--- src/rtl/vt4_pkg.sv ---
package vt4_pkg;

   localparam int NUM_LANES   = 4;
   localparam int NUM_CFG     = 8;
   localparam int CFG_W       = 64;
   localparam int CFG_SEL_W   = $clog2(NUM_CFG);
   localparam int CSR_INDEX_W = 4;
   localparam int COMP_W      = 32;
   localparam int FRAC_W      = 16;
   localparam int PROD_W      = 2 * COMP_W;
   localparam int PAIR_W      = PROD_W + 1;
   localparam int SUM_W       = PROD_W + 2;
   localparam int DATA_W      = NUM_LANES * COMP_W;

   localparam logic [CFG_W-1:0] CFG_RESET [NUM_CFG] = '{
      64'h0000_0000_0001_0000,
      64'h0000_0000_0000_0000,
      64'h0001_0000_0000_0000,
      64'h0000_0000_0000_0000,
      64'h0000_0000_0000_0000,
      64'h0000_0000_0001_0000,
      64'h0000_0000_0000_0000,
      64'h0001_0000_0000_0000
   };

   localparam logic signed [SUM_W-1:0]  ROUND_HALF = SUM_W'(1) <<< (FRAC_W - 1);
   localparam logic signed [COMP_W-1:0] SAT_MAX    = {1'b0, {(COMP_W-1){1'b1}}};
   localparam logic signed [COMP_W-1:0] SAT_MIN    = {1'b1, {(COMP_W-1){1'b0}}};

   typedef logic signed [COMP_W-1:0] comp_type;
   typedef comp_type [NUM_LANES-1:0] vec4_type;

   typedef struct packed {
      comp_type value;
      logic     sat;
   } lane_result_type;

   typedef lane_result_type [NUM_LANES-1:0] lane_results_type;

endpackage

--- src/rtl/vt4_merge.sv ---
module vt4_merge
   import vt4_pkg::*;
(
   input  logic             clock,
   input  logic             reset,
   input  logic             in_valid,
   input  lane_results_type lanes,
   output logic             up_ready,
   output logic             rsp_tvalid,
   input  logic             rsp_tready,
   output logic [DATA_W-1:0] rsp_tdata,
   output logic [0:0]       rsp_tuser
);

   logic [DATA_W-1:0] word_in;
   logic              ovf_in;
   logic [DATA_W-1:0] out_data_ff;
   logic              out_ovf_ff;
   logic              out_valid_ff;
   logic [DATA_W-1:0] skid_data_ff;
   logic              skid_ovf_ff;
   logic              skid_valid_ff;
   logic              push;

   // combine the four rows into one word
   always_comb begin
      ovf_in = 1'b0;
      for (int r = 0; r < NUM_LANES; r++) begin
         word_in[r*COMP_W +: COMP_W] = lanes[r].value;
         ovf_in = ovf_in | lanes[r].sat;
      end
   end

   assign up_ready = !skid_valid_ff;
   assign push     = in_valid && up_ready;

   always_ff @(posedge clock) begin
      if (reset) begin
         out_valid_ff  <= 1'b0;
         skid_valid_ff <= 1'b0;
      end else if (rsp_tready || !out_valid_ff) begin
         if (skid_valid_ff) begin
            out_valid_ff  <= 1'b1;
            skid_valid_ff <= 1'b0;
         end else begin
            out_valid_ff <= push;
         end
      end else if (push) begin
         skid_valid_ff <= 1'b1;
      end
   end

   always_ff @(posedge clock) begin
      if (rsp_tready || !out_valid_ff) begin
         if (skid_valid_ff) begin
            out_data_ff <= skid_data_ff;
            out_ovf_ff  <= skid_ovf_ff;
         end else begin
            out_data_ff <= word_in;
            out_ovf_ff  <= ovf_in;
         end
      end else if (push) begin
         skid_data_ff <= word_in;
         skid_ovf_ff  <= ovf_in;
      end
   end

   assign rsp_tvalid   = out_valid_ff;
   assign rsp_tdata    = out_data_ff;
   assign rsp_tuser[0] = out_ovf_ff;

endmodule

--- config.mk ---
export PLATFORM = sky130hd
export DESIGN_NAME = vt4_merge
export DESIGN_NICKNAME = d
export VERILOG_FILES = /design/src/rtl/vt4_pkg.sv /design/src/rtl/vt4_merge.sv
export SDC_FILE = /design/constraint.sdc
export NUM_CORES = 1
export LEC_CHECK = 0
export CORE_MARGIN = 1.5
export CORE_UTILIZATION = 40
export DETAILED_ROUTE_END_ITERATION = 12
export DONT_BUFFER_PORTS = 1
export GPL_ROUTABILITY_DRIVEN = 1
export GPL_TIMING_DRIVEN = 1
export HOLD_SLACK_MARGIN = 0.03
export SETUP_SLACK_MARGIN = 0.05
export SYNTH_ARGS = -nofsm -noshare
export SYNTH_HDL_FRONTEND = slang
export SYNTH_SLANG_ARGS = --single-unit
--- constraint.sdc ---
create_clock -name clock -period 20.6 [get_ports clock]
set_input_delay 4.12 -clock clock [delete_from_list [all_inputs] [get_ports clock]]
set_output_delay 4.12 -clock clock [all_outputs]
set_load 0.005 [all_outputs]
# Word level (Yosys, flattened, before mapping)
# Index checks and enable logic that the tools add are counted.
# op_classes
bitwise,4
n_mux,3
n_reduce_logical,6
# op_table
cell,n
$mux 128,1
$or 1x1->1,3
$logic_not 1->1,2
$mux 1,2
$reduce_and 2->1,1
$reduce_or 2->1,1
$logic_and 1x1->1,1
$logic_or 1x1->1,1
$not 1->1,1
# totals
out_inout_bits,131
inputBits,136
elab_cells,19
reg_bits,260

# Longest topological paths before layout
# Gate-level depths: netlist (run 1).
# depth
word_depth,4
ltp_mapped,5
depth_no_buf,2

# Least setup slack after synthesis (run 1)
# Ideal clock, no wire load.
# synth_path
path_type,input-to-reg
start,input port rsp_tready
end,"register skid_data_ff[0], enable pin"
arrival_ns,17.003
slack_ns,2.796
t_required_ns,19.799
setup_time_ns,0.801
n_path_buf,0
cell_stages,2
cell_sequence,nand2b_1 nor3b_1
# synth_via
elab_chain_cells,3
# synth_lines
item,line,rtl
from (decl),vt4_merge.sv:10,"input logic rsp_tready,"
$logic_or 1x1->1,vt4_merge.sv:54,if (rsp_tready || !out_valid_ff) begin
$not 1->1 (no source line),--,
$reduce_and 2->1 (no source line),--,
to (signal assigned),vt4_merge.sv:63,skid_data_ff <= word_in;
to (decl),vt4_merge.sv:20,logic [DATA_W-1:0] skid_data_ff;
# No other way between the ends.
# A chain may end at the register's enable or synchronous reset.

# Final worst setup path (run 1)
# layout_path
start,input port rsp_tready
end,"register skid_data_ff[82], enable pin"
# The elaborated chain is that of the path after synthesis.

==> run summary, run 1 <==
Comb power frac = 0.024
Yosys warning count = 0
I/O Buffers = 0
TritonCTS clock tree = yes
initial antenna violation count = 0
DIE AREA = 0.0245 mm2
CTS Root Buffer Type = clkbuf_16
detailed router's first-iteration violation count = 226
Setup TNS = 0 ns
Slew headroom = 0.227
# H-tree levels = 1
Placer Congestion = 0.730
largest net degree at the start of global routing = 85
Syn Nets = 547
worst path cell trace = nand2b_4, nor3b_2, buf_4, buf_4
initial core utilization = 0.412
number of unique standard cell types used by synthesis = 15
grt ovf = 0
Finished Layout Cells = 762
CTS Buf Count = 27
CP most frequent cell = buf_4
Max-Cap Viols = 0
fmax = 0.156 GHz
clock period minus worst slack = 6.43 ns
clock power share = 0.408
Worst Skew = 0.0131 ns
period utilization = 0.312
RSZ-0062 raised after global routing = no
Area growth, synth to finish = 12.0%
post-synthesis register bit count = 260
power density over the cells = 105 mW/mm2
pre-CTS WS = 13.57 ns
sequential-to-total area share from yosys stat = 0.827
CP max stage cell = buf_4
core region area = 0.0228 mm2
net switching power = 215 uW
fin. max-slew vios = 0
Detailed Place HPWL = 10700 um
Filler Cells Inserted = 1944
outcome = complete, no violations
num rows = 55
ANT cells = 0
Hold Path Origin = skid_data_ff[106]
first-pass GRT wire length = 25100 um
final setup margin = 14.17 ns
Avg Cell Area, Syn = 22.9 um2
Max Root-Sink Buffers = 3
RR Startpoint = rsp_tvalid
CP bufs+invs = 2
die outline width = 156 um
Largest delay share family, worst path = buffers and inverters
Post-Syn Area = 0.00942 mm2
post-DR wirelength/cell = 22.3 um
hold buffers post-CTS = 0
Post-route DRC = 0
WP data arrival = 6.57 ns
worst slew pin tran = 1.16 ns
Vias/cell = 4.98
Pleak = 0.00344 uW
Die Ht = 156 um
final hold violation count = 0
switching part of the total = 0.195
placed cell count = 713
number of global-route vias before repair = 4077
layout cells sized above 1 = 0.388
Initial DRT Pass Iterations = 4
Setup Crit Path Kind = in2reg
Largest stage delay, worst path = 0.95 ns
final-stage net count = 565
Routed Antenna Nets = 0
vias = 3797
Setup Buffers After CTS = 0
Clock transition at path regs = 0.06 ns
CP startpoint kind = primary input
Clk Latency, worst-skew pair = 0.52 ns
CP Capture Type = register
Pint = 891 uW
final wirelength = 17000 um
worst path required time = 20.74 ns
Post-Synthesis Cells = 411
Hold Path Class = reg2reg
post-cts sizing count = 0
TritonCTS Sinks = 260
Flop pwr share = 0.568
num ports = 267
crit path from = rsp_tready
Setup violations, final = 0
Total GRT Usage = 0.135
Worst VDD drop = 0.0558 mV
crit-path max FO = 84
logic make-up after synthesis:
kind of cell / after synthesis / share of synthesized area
flip-flops: 260 / 0.827
multiplexers: 129 / 0.155
buffers and inverters: 16 / 0.0145
AND/OR/NAND/NOR: 5 / 0.00359
AO/OA/AOI/OAI: 1 / 0.000531
synthesized netlist by cell type:
library cell	number	area share
nor2_1	1	0.00040
clkbuf_1	1	0.00040
buf_4	1	0.00080
nand2b_1	1	0.00066
inv_1	1	0.00040
or4_4	1	0.0012
buf_2	4	0.0021
mux2_4	1	0.0016
a21oi_1	1	0.00053
dfxtp_1	2	0.0043
buf_6	9	0.011
mux2_2	128	0.15
edfxtp_1	258	0.82
nor3b_1	1	0.00080
nor3_1	1	0.00053
metrics by stage:
stage	power, uW	hold slack [ns]	area [um2]	util
2_1_floorplan	659	0.523	9420	-
3_3_place_gp	665	0.527	9720	0.426
3_5_place_dp	667	0.531	9720	0.426
4_1_cts	1130	0.547	10600	0.462
5_1_grt	1150	0.560	10600	0.462
6_report	1110	0.544	10600	0.462
worst register-to-register path: cells and delay by family, from the launching register on:
kind,cells,cell delay [ns]
and+or+nand+nor,2,0.75
DFF,1,0.39
buffers and inverters,2,1.53
area by class of cell:
| class | instances | area (um2) | share of cell area |
|---|---|---|---|
| flip-flops and latches | 260 | 7790 | 0.738 |
| clock buffers | 32 | 694 | 0.0658 |
| well taps | 313 | 392 | 0.0371 |
| repair buffers | 4 | 30.0 | 0.00285 |
| multi-input cells | 135 | 1510 | 0.143 |
| clock inverters | 17 | 134 | 0.0127 |
| inverters | 1 | 3.75 | 0.000356 |
routing by layer:
| layer | part of all wire | GRT usage |
|---|---|---|
| met5 | 0 | 0 |
| met1 | 0.37 | 0.156 |
| met3 | 0.11 | 0.0612 |
| met2 | 0.50 | 0.222 |
| met4 | 0.025 | 0.0481 |
final timing paths:
path	endpoint	slack (ns)	cells past startpoint
min	rsp_tdata[106]	0.54	1
min reg2reg	rsp_tdata[106]	0.54	1
max reg2reg	skid_data_ff[82]	17.43	4
max	skid_data_ff[82]	14.17	4
flip-flops by register name (all words and copies together) (netlist names):
| register | count |
|---|---|
| rsp_tuser | 1 |
| rsp_tvalid | 1 |
| skid_ovf_ff | 1 |
| skid_valid_ff | 1 |
| skid_data_ff | 128 |
| rsp_tdata | 128 |
cells in the final DEF (no fill, tap or decap), drive strengths merged:
| cell type | Yosys | layout |
|---|---|---|
| nor2 | 1 | 1 |
| a21oi | 1 | 1 |
| or4 | 1 | 1 |
| inv | 1 | 3 |
| nor3 | 1 | 1 |
| dfxtp | 2 | 2 |
| nand2b | 1 | 1 |
| buf | 14 | 4 |
| edfxtp | 258 | 258 |
| nor3b | 1 | 1 |
| clkinv | 0 | 13 |
| bufinv | 0 | 2 |
| mux2 | 129 | 129 |
| clkbuf | 1 | 32 |
power groups by stage:
stage / clock, uW / sequential [uW] / combinational, uW
2_1_floorplan: 0 / 636 / 22.9
3_3_place_gp: 0 / 640 / 25.5
3_5_place_dp: 0 / 640 / 27.2
4_1_cts: 469 / 630 / 27.2
5_1_grt: 485 / 632 / 29.4
6_report: 452 / 629 / 26.5
No activity file was read; power rests on OpenSTA's default activity.
==> inputs of run 2 (changes only) <==
- clock period: 20.6 -> 6 ns (I/O delays scaled with it)
==> run summary, run 2 (synthesis results as in run 1) <==
layout cells sized above 1 = 0.395 (+0.00715)
worst path cell trace = inv_1
Post-route DRC = 0 (unchanged)
Max Root-Sink Buffers = 3 (unchanged)
post-layout util = 0.469 (+0.00668)
outcome = complete, no violations
RSZ-0062 raised after global routing = no
commonest cells after routing, fill and taps aside = edfxtp_1 (258), mux2_2 (128), clkbuf_16 (29), clkinv_1 (6), bufinv_16 (5)
Finished Layout Cells = 764 (+0.26%)
die outline width = 156 um (unchanged)
worst slew pin tran = 0.980 ns (-0.181 ns)
grt ovf = 0 (unchanged)
FF-to-FF setup slack = 3.46 ns (-13.97 ns)
pre-CTS WS = 2.73 ns (-10.84 ns)
Hold Path Origin = skid_data_ff[80]
core region area = 0.0228 mm2 (unchanged)
clock period minus worst slack = 2.89 ns
Pint = 3250 uW (+260%)
num ports = 267 (unchanged)
clock power share = 0.440 (+0.032)
initial core utilization = 0.412 (unchanged)
ANT cells = 0 (unchanged)
CP max stage cell = dfxtp_4
Die Ht = 156 um (unchanged)
net switching power = 766 uW (+260%)
first-pass GRT wire length = 24400 um (-2.8%)
Setup Buffers After CTS = 0 (unchanged)
worst path required time = 4.80 ns (-15.94 ns)
initial antenna violation count = 0 (unchanged)
final setup margin = 3.11 ns (-11.06 ns)
final wirelength = 16700 um (-1.4%)
TritonCTS Sinks = 260 (unchanged)
Flop pwr share = 0.537 (-0.031)
Setup violations, final = 0 (unchanged)
Filler Cells Inserted = 1919 (-1.3%)
Setup Crit Path Kind = reg2out
CP Capture Type = output pin
final-stage net count = 565 (unchanged)
Total GRT Usage = 0.131 (-0.00343)
Largest delay share family, worst path = flip-flops
vias = 3833 (+0.95%)
CTS Buf Count = 28 (+3.7%)
Clock transition at path regs = 0.06 ns (about the same)
detailed router's first-iteration violation count = 194 (-14%)
power density over the cells = 375 mW/mm2 (+260%)
Min Hold Slack = 0.543 ns (-0.00164 ns)
Hold Path Class = reg2reg
CP startpoint kind = register
Pleak = 0.00349 uW (+1.6%)
I/O Buffers = 0 (unchanged)
fin. max-slew vios = 0 (unchanged)
Worst VDD drop = 0.183 mV (+230%)
Vias/cell = 5.02 (+0.68%)
Placer Congestion = 0.701 (-4.0%)
TritonCTS clock tree = yes
WP data arrival = 1.69 ns (-4.88 ns)
Area growth, synth to finish = 13.7%
Slew headroom = 0.347 (+0.120)
RR Startpoint = skid_valid_ff
# H-tree levels = 1 (unchanged)
Setup TNS = 0 ns (unchanged)
final hold violation count = 0 (unchanged)
crit-path max FO = 59 (-30%)
R2R Path End = rsp_tdata[116]
num rows = 55 (unchanged)
switching part of the total = 0.191 (-0.00393)
Routed Antenna Nets = 0 (unchanged)
hold buffers post-CTS = 0 (unchanged)
commonest non-fill, non-tap cell in the layout = edfxtp_1
Comb power frac = 0.023 (about the same)
CTS Root Buffer Type = clkbuf_16
placed cell count = 712 (-0.14%)
Initial DRT Pass Iterations = 4 (unchanged)
CP bufs+invs = 1 (-1)
Max-Cap Viols = 0 (unchanged)
Hold EP = rsp_tdata[80]
fmax = 0.346 GHz
Worst Skew = 0.0112 ns (-0.00189 ns)
Hold Crit Depth = 1 (unchanged)
post-DR wirelength/cell = 21.9 um (-1.7%)
Largest stage delay, worst path = 0.87 ns (-0.08 ns)
Reg2Reg Depth = 2 (-2)
post-cts sizing count = 0 (unchanged)
DIE AREA = 0.0245 mm2 (unchanged)
Clk Latency, worst-skew pair = 0.53 ns (about the same)
number of global-route vias before repair = 4049 (-0.69%)
largest net degree at the start of global routing = 130 (+53%)
Detailed Place HPWL = 10300 um (-3.5%)
period utilization = 0.481
==> run 2: cell count changes in the layout (fill, tap and decap cells not counted), sizes merged <==
cell / previous run / this run
bufinv: 2 / 5
clkinv: 13 / 10
clkinvlp: 0 / 2
buf: 4 / 3
clkbuf: 32 / 33
==> run 2: final cells by class <==
class	instances	area, um2	share of cell area
multi-input cells	135	1510	0.141
repair buffers	3	35.0	0.00327
flip-flops and latches	260	7790	0.728
clock inverters	19	229	0.0214
clock buffers	33	741	0.0692
inverters	1	3.75	0.000351
well taps	313	392	0.0366
==> run 2: worst max-delay path by stage <==
stage,to,depth (start not counted),slack (ns),from
2_1_floorplan,skid_data_ff[0],2,0.03,rsp_tready
3_3_place_gp,rsp_tdata[79],2,2.80,rsp_tready
3_5_place_dp,rsp_tdata[85],2,2.73,rsp_tready
4_1_cts,up_ready,1,3.08,skid_valid_ff
5_1_grt,up_ready,1,2.98,skid_valid_ff
6_report,up_ready,1,3.11,skid_valid_ff
==> run 2: stage by stage <==
step                area (um2)  power, uW
floorplan                 9440       2250
global placement          9740       2280
detailed placement        9740       2290
CTS                      10700       4070
global route             10700       4150
finish                   10700       4010
==> run 2: layer usage <==
layer / up-vias / global-route usage / part of all wire
met5: - / 0 / 0
met4: 0 / 0.0449 / 0.023
met3: 30 / 0.0701 / 0.14
met2: 201 / 0.205 / 0.47
met1: 1913 / 0.155 / 0.36
li1: 1689 / - / -
==> run 2: power groups by stage <==
| stage | registers (uW) | logic, uW | clock network, uW |
|---|---|---|---|
| floorplan | 2170 | 79.6 | 0 |
| global placement | 2200 | 88.9 | 0 |
| detailed placement | 2190 | 94.2 | 0 |
| CTS | 2160 | 94.4 | 1820 |
| global route | 2170 | 101 | 1890 |
| finish | 2160 | 91.8 | 1770 |
==> inputs of run 3 (changes only) <==
- clock period: 6 -> 2.56 ns (I/O delays scaled with it)
==> run summary, run 3 (synthesis results as in run 1) <==
detailed router's first-iteration violation count = 235 (+21%)
crit-path max FO = 39 (-34%)
Min Hold Slack = 0.0633 ns (-0.479 ns)
Reg2Reg Depth = 2 (unchanged)
worst path cell trace = inv_1
Post-route DRC = 0 (unchanged)
worst path required time = 2.05 ns (-2.75 ns)
Initial DRT Pass Iterations = 4 (unchanged)
Largest stage delay, worst path = 0.71 ns (-0.16 ns)
first-pass GRT wire length = 24800 um (+1.6%)
TritonCTS Sinks = 260 (unchanged)
Worst Skew = 0.00893 ns (-0.00224 ns)
initial core utilization = 0.412 (unchanged)
ANT cells = 0 (unchanged)
CP Capture Type = output pin
grt ovf = 0 (unchanged)
worst slew pin tran = 0.742 ns (-0.238 ns)
RR Startpoint = skid_valid_ff
Pleak = 0.00349 uW (-0.22%)
Routed Antenna Nets = 0 (unchanged)
final wirelength = 16800 um (+0.56%)
Clock transition at path regs = 0.06 ns (about the same)
fin. max-slew vios = 0 (unchanged)
power density over the cells = 861 mW/mm2 (+130%)
Filler Cells Inserted = 1920 (+0.052%)
post-DR wirelength/cell = 22.0 um (+0.43%)
commonest non-fill, non-tap cell in the layout = edfxtp_1
Setup violations, final = 0 (unchanged)
CP max stage cell = dfxtp_4
num rows = 55 (unchanged)
TritonCTS clock tree = yes
final-stage net count = 568 (+0.53%)
hold buffers post-CTS = 0 (unchanged)
die outline width = 156 um (unchanged)
vias = 3853 (+0.52%)
Placer Congestion = 0.700 (-0.13%)
number of global-route vias before repair = 4120 (+1.8%)
final hold violation count = 0 (unchanged)
core region area = 0.0228 mm2 (unchanged)
num ports = 267 (unchanged)
Largest delay share family, worst path = flip-flops
CTS Root Buffer Type = clkbuf_16
outcome = complete, no violations
largest net degree at the start of global routing = 132 (+1.5%)
commonest cells after routing, fill and taps aside = edfxtp_1 (258), mux2_2 (128), clkbuf_16 (27), clkinv_1 (5), buf_4 (5)
Worst VDD drop = 0.395 mV (+120%)
period utilization = 0.766
Max Root-Sink Buffers = 3 (unchanged)
placed cell count = 716 (+0.56%)
CP startpoint kind = register
CTS Buf Count = 27 (-3.6%)
Area growth, synth to finish = 13.5%
Hold Path Origin = reset
post-cts sizing count = 0 (unchanged)
initial antenna violation count = 0 (unchanged)
Slew headroom = 0.506 (+0.159)
final setup margin = 0.600 ns (-2.51 ns)
Finished Layout Cells = 765 (+0.13%)
Setup Buffers After CTS = 0 (unchanged)
Die Ht = 156 um (unchanged)
WP data arrival = 1.45 ns (-0.24 ns)
# H-tree levels = 1 (unchanged)
I/O Buffers = 0 (unchanged)
Total GRT Usage = 0.134 (+0.00239)
CP bufs+invs = 1 (unchanged)
Hold Crit Depth = 1 (unchanged)
layout cells sized above 1 = 0.400 (+0.00576)
crit path from = skid_valid_ff
Detailed Place HPWL = 10800 um (+4.4%)
Vias/cell = 5.04 (+0.39%)
Setup Crit Path Kind = reg2out
RSZ-0062 raised after global routing = no
fmax = 0.510 GHz
Clk Latency, worst-skew pair = 0.52 ns (about the same)
Crit path depth = 1 (unchanged)
DIE AREA = 0.0245 mm2 (unchanged)
clock period minus worst slack = 1.96 ns
Hold Path Class = in2reg
Max-Cap Viols = 0 (unchanged)
pre-CTS WS = 0.708 ns (-2.02 ns)
Setup TNS = 0 ns (unchanged)
==> run 3: cell types whose count changed in the layout (fill, tap and decap cells not counted), moves of 2 or more <==
cell	delta
buf_4	+3
clkinv_4	+3
clkbuf_16	-2
clkinv_2	-2
==> run 3: area by class of cell <==
| cell class | instances | area (um2) | share of cell area |
|---|---|---|---|
| Clock buffer | 30 | 687 | 0.0643 |
| Timing Repair Buffer | 7 | 77.6 | 0.00726 |
| Tap cell | 313 | 392 | 0.0366 |
| Sequential cell | 260 | 7790 | 0.729 |
| Multi-Input combinational cell | 135 | 1510 | 0.142 |
| Clock inverter | 19 | 221 | 0.0207 |
| Inverter | 1 | 3.75 | 0.000351 |
==> run 3: stage by stage <==
step	utilization	cell area, um2	total power (uW)
global placement	0.428	9780	5350
floorplan	-	9440	5280
global route	0.468	10700	9500
CTS	0.468	10700	9320
detailed placement	0.428	9780	5370
finish	0.468	10700	9200
==> run 3: routing by layer <==
metal  GRT usage  vias up  part of all wire
li1            -     1689                 -
met1       0.153     1932              0.37
met2       0.221      202              0.48
met3      0.0645       30              0.13
met4      0.0422        0             0.025
met5           0        -                 0
==> run 3: path summary, 6_finish.rpt <==
| path | end | slack (ns) |
|---|---|---|
| hold reg to reg | rsp_tdata[80] | 0.54 |
| hold / removal | rsp_tvalid | 0.06 |
| setup / recovery | up_ready | 0.60 |
| setup reg to reg | rsp_tdata[27] | 0.75 |
==> run 3: where the power goes <==
part	switching, uW	internal [uW]	total [uW]
registers	115	4930	5050
clock network	1570	2350	3930
logic	109	111	221
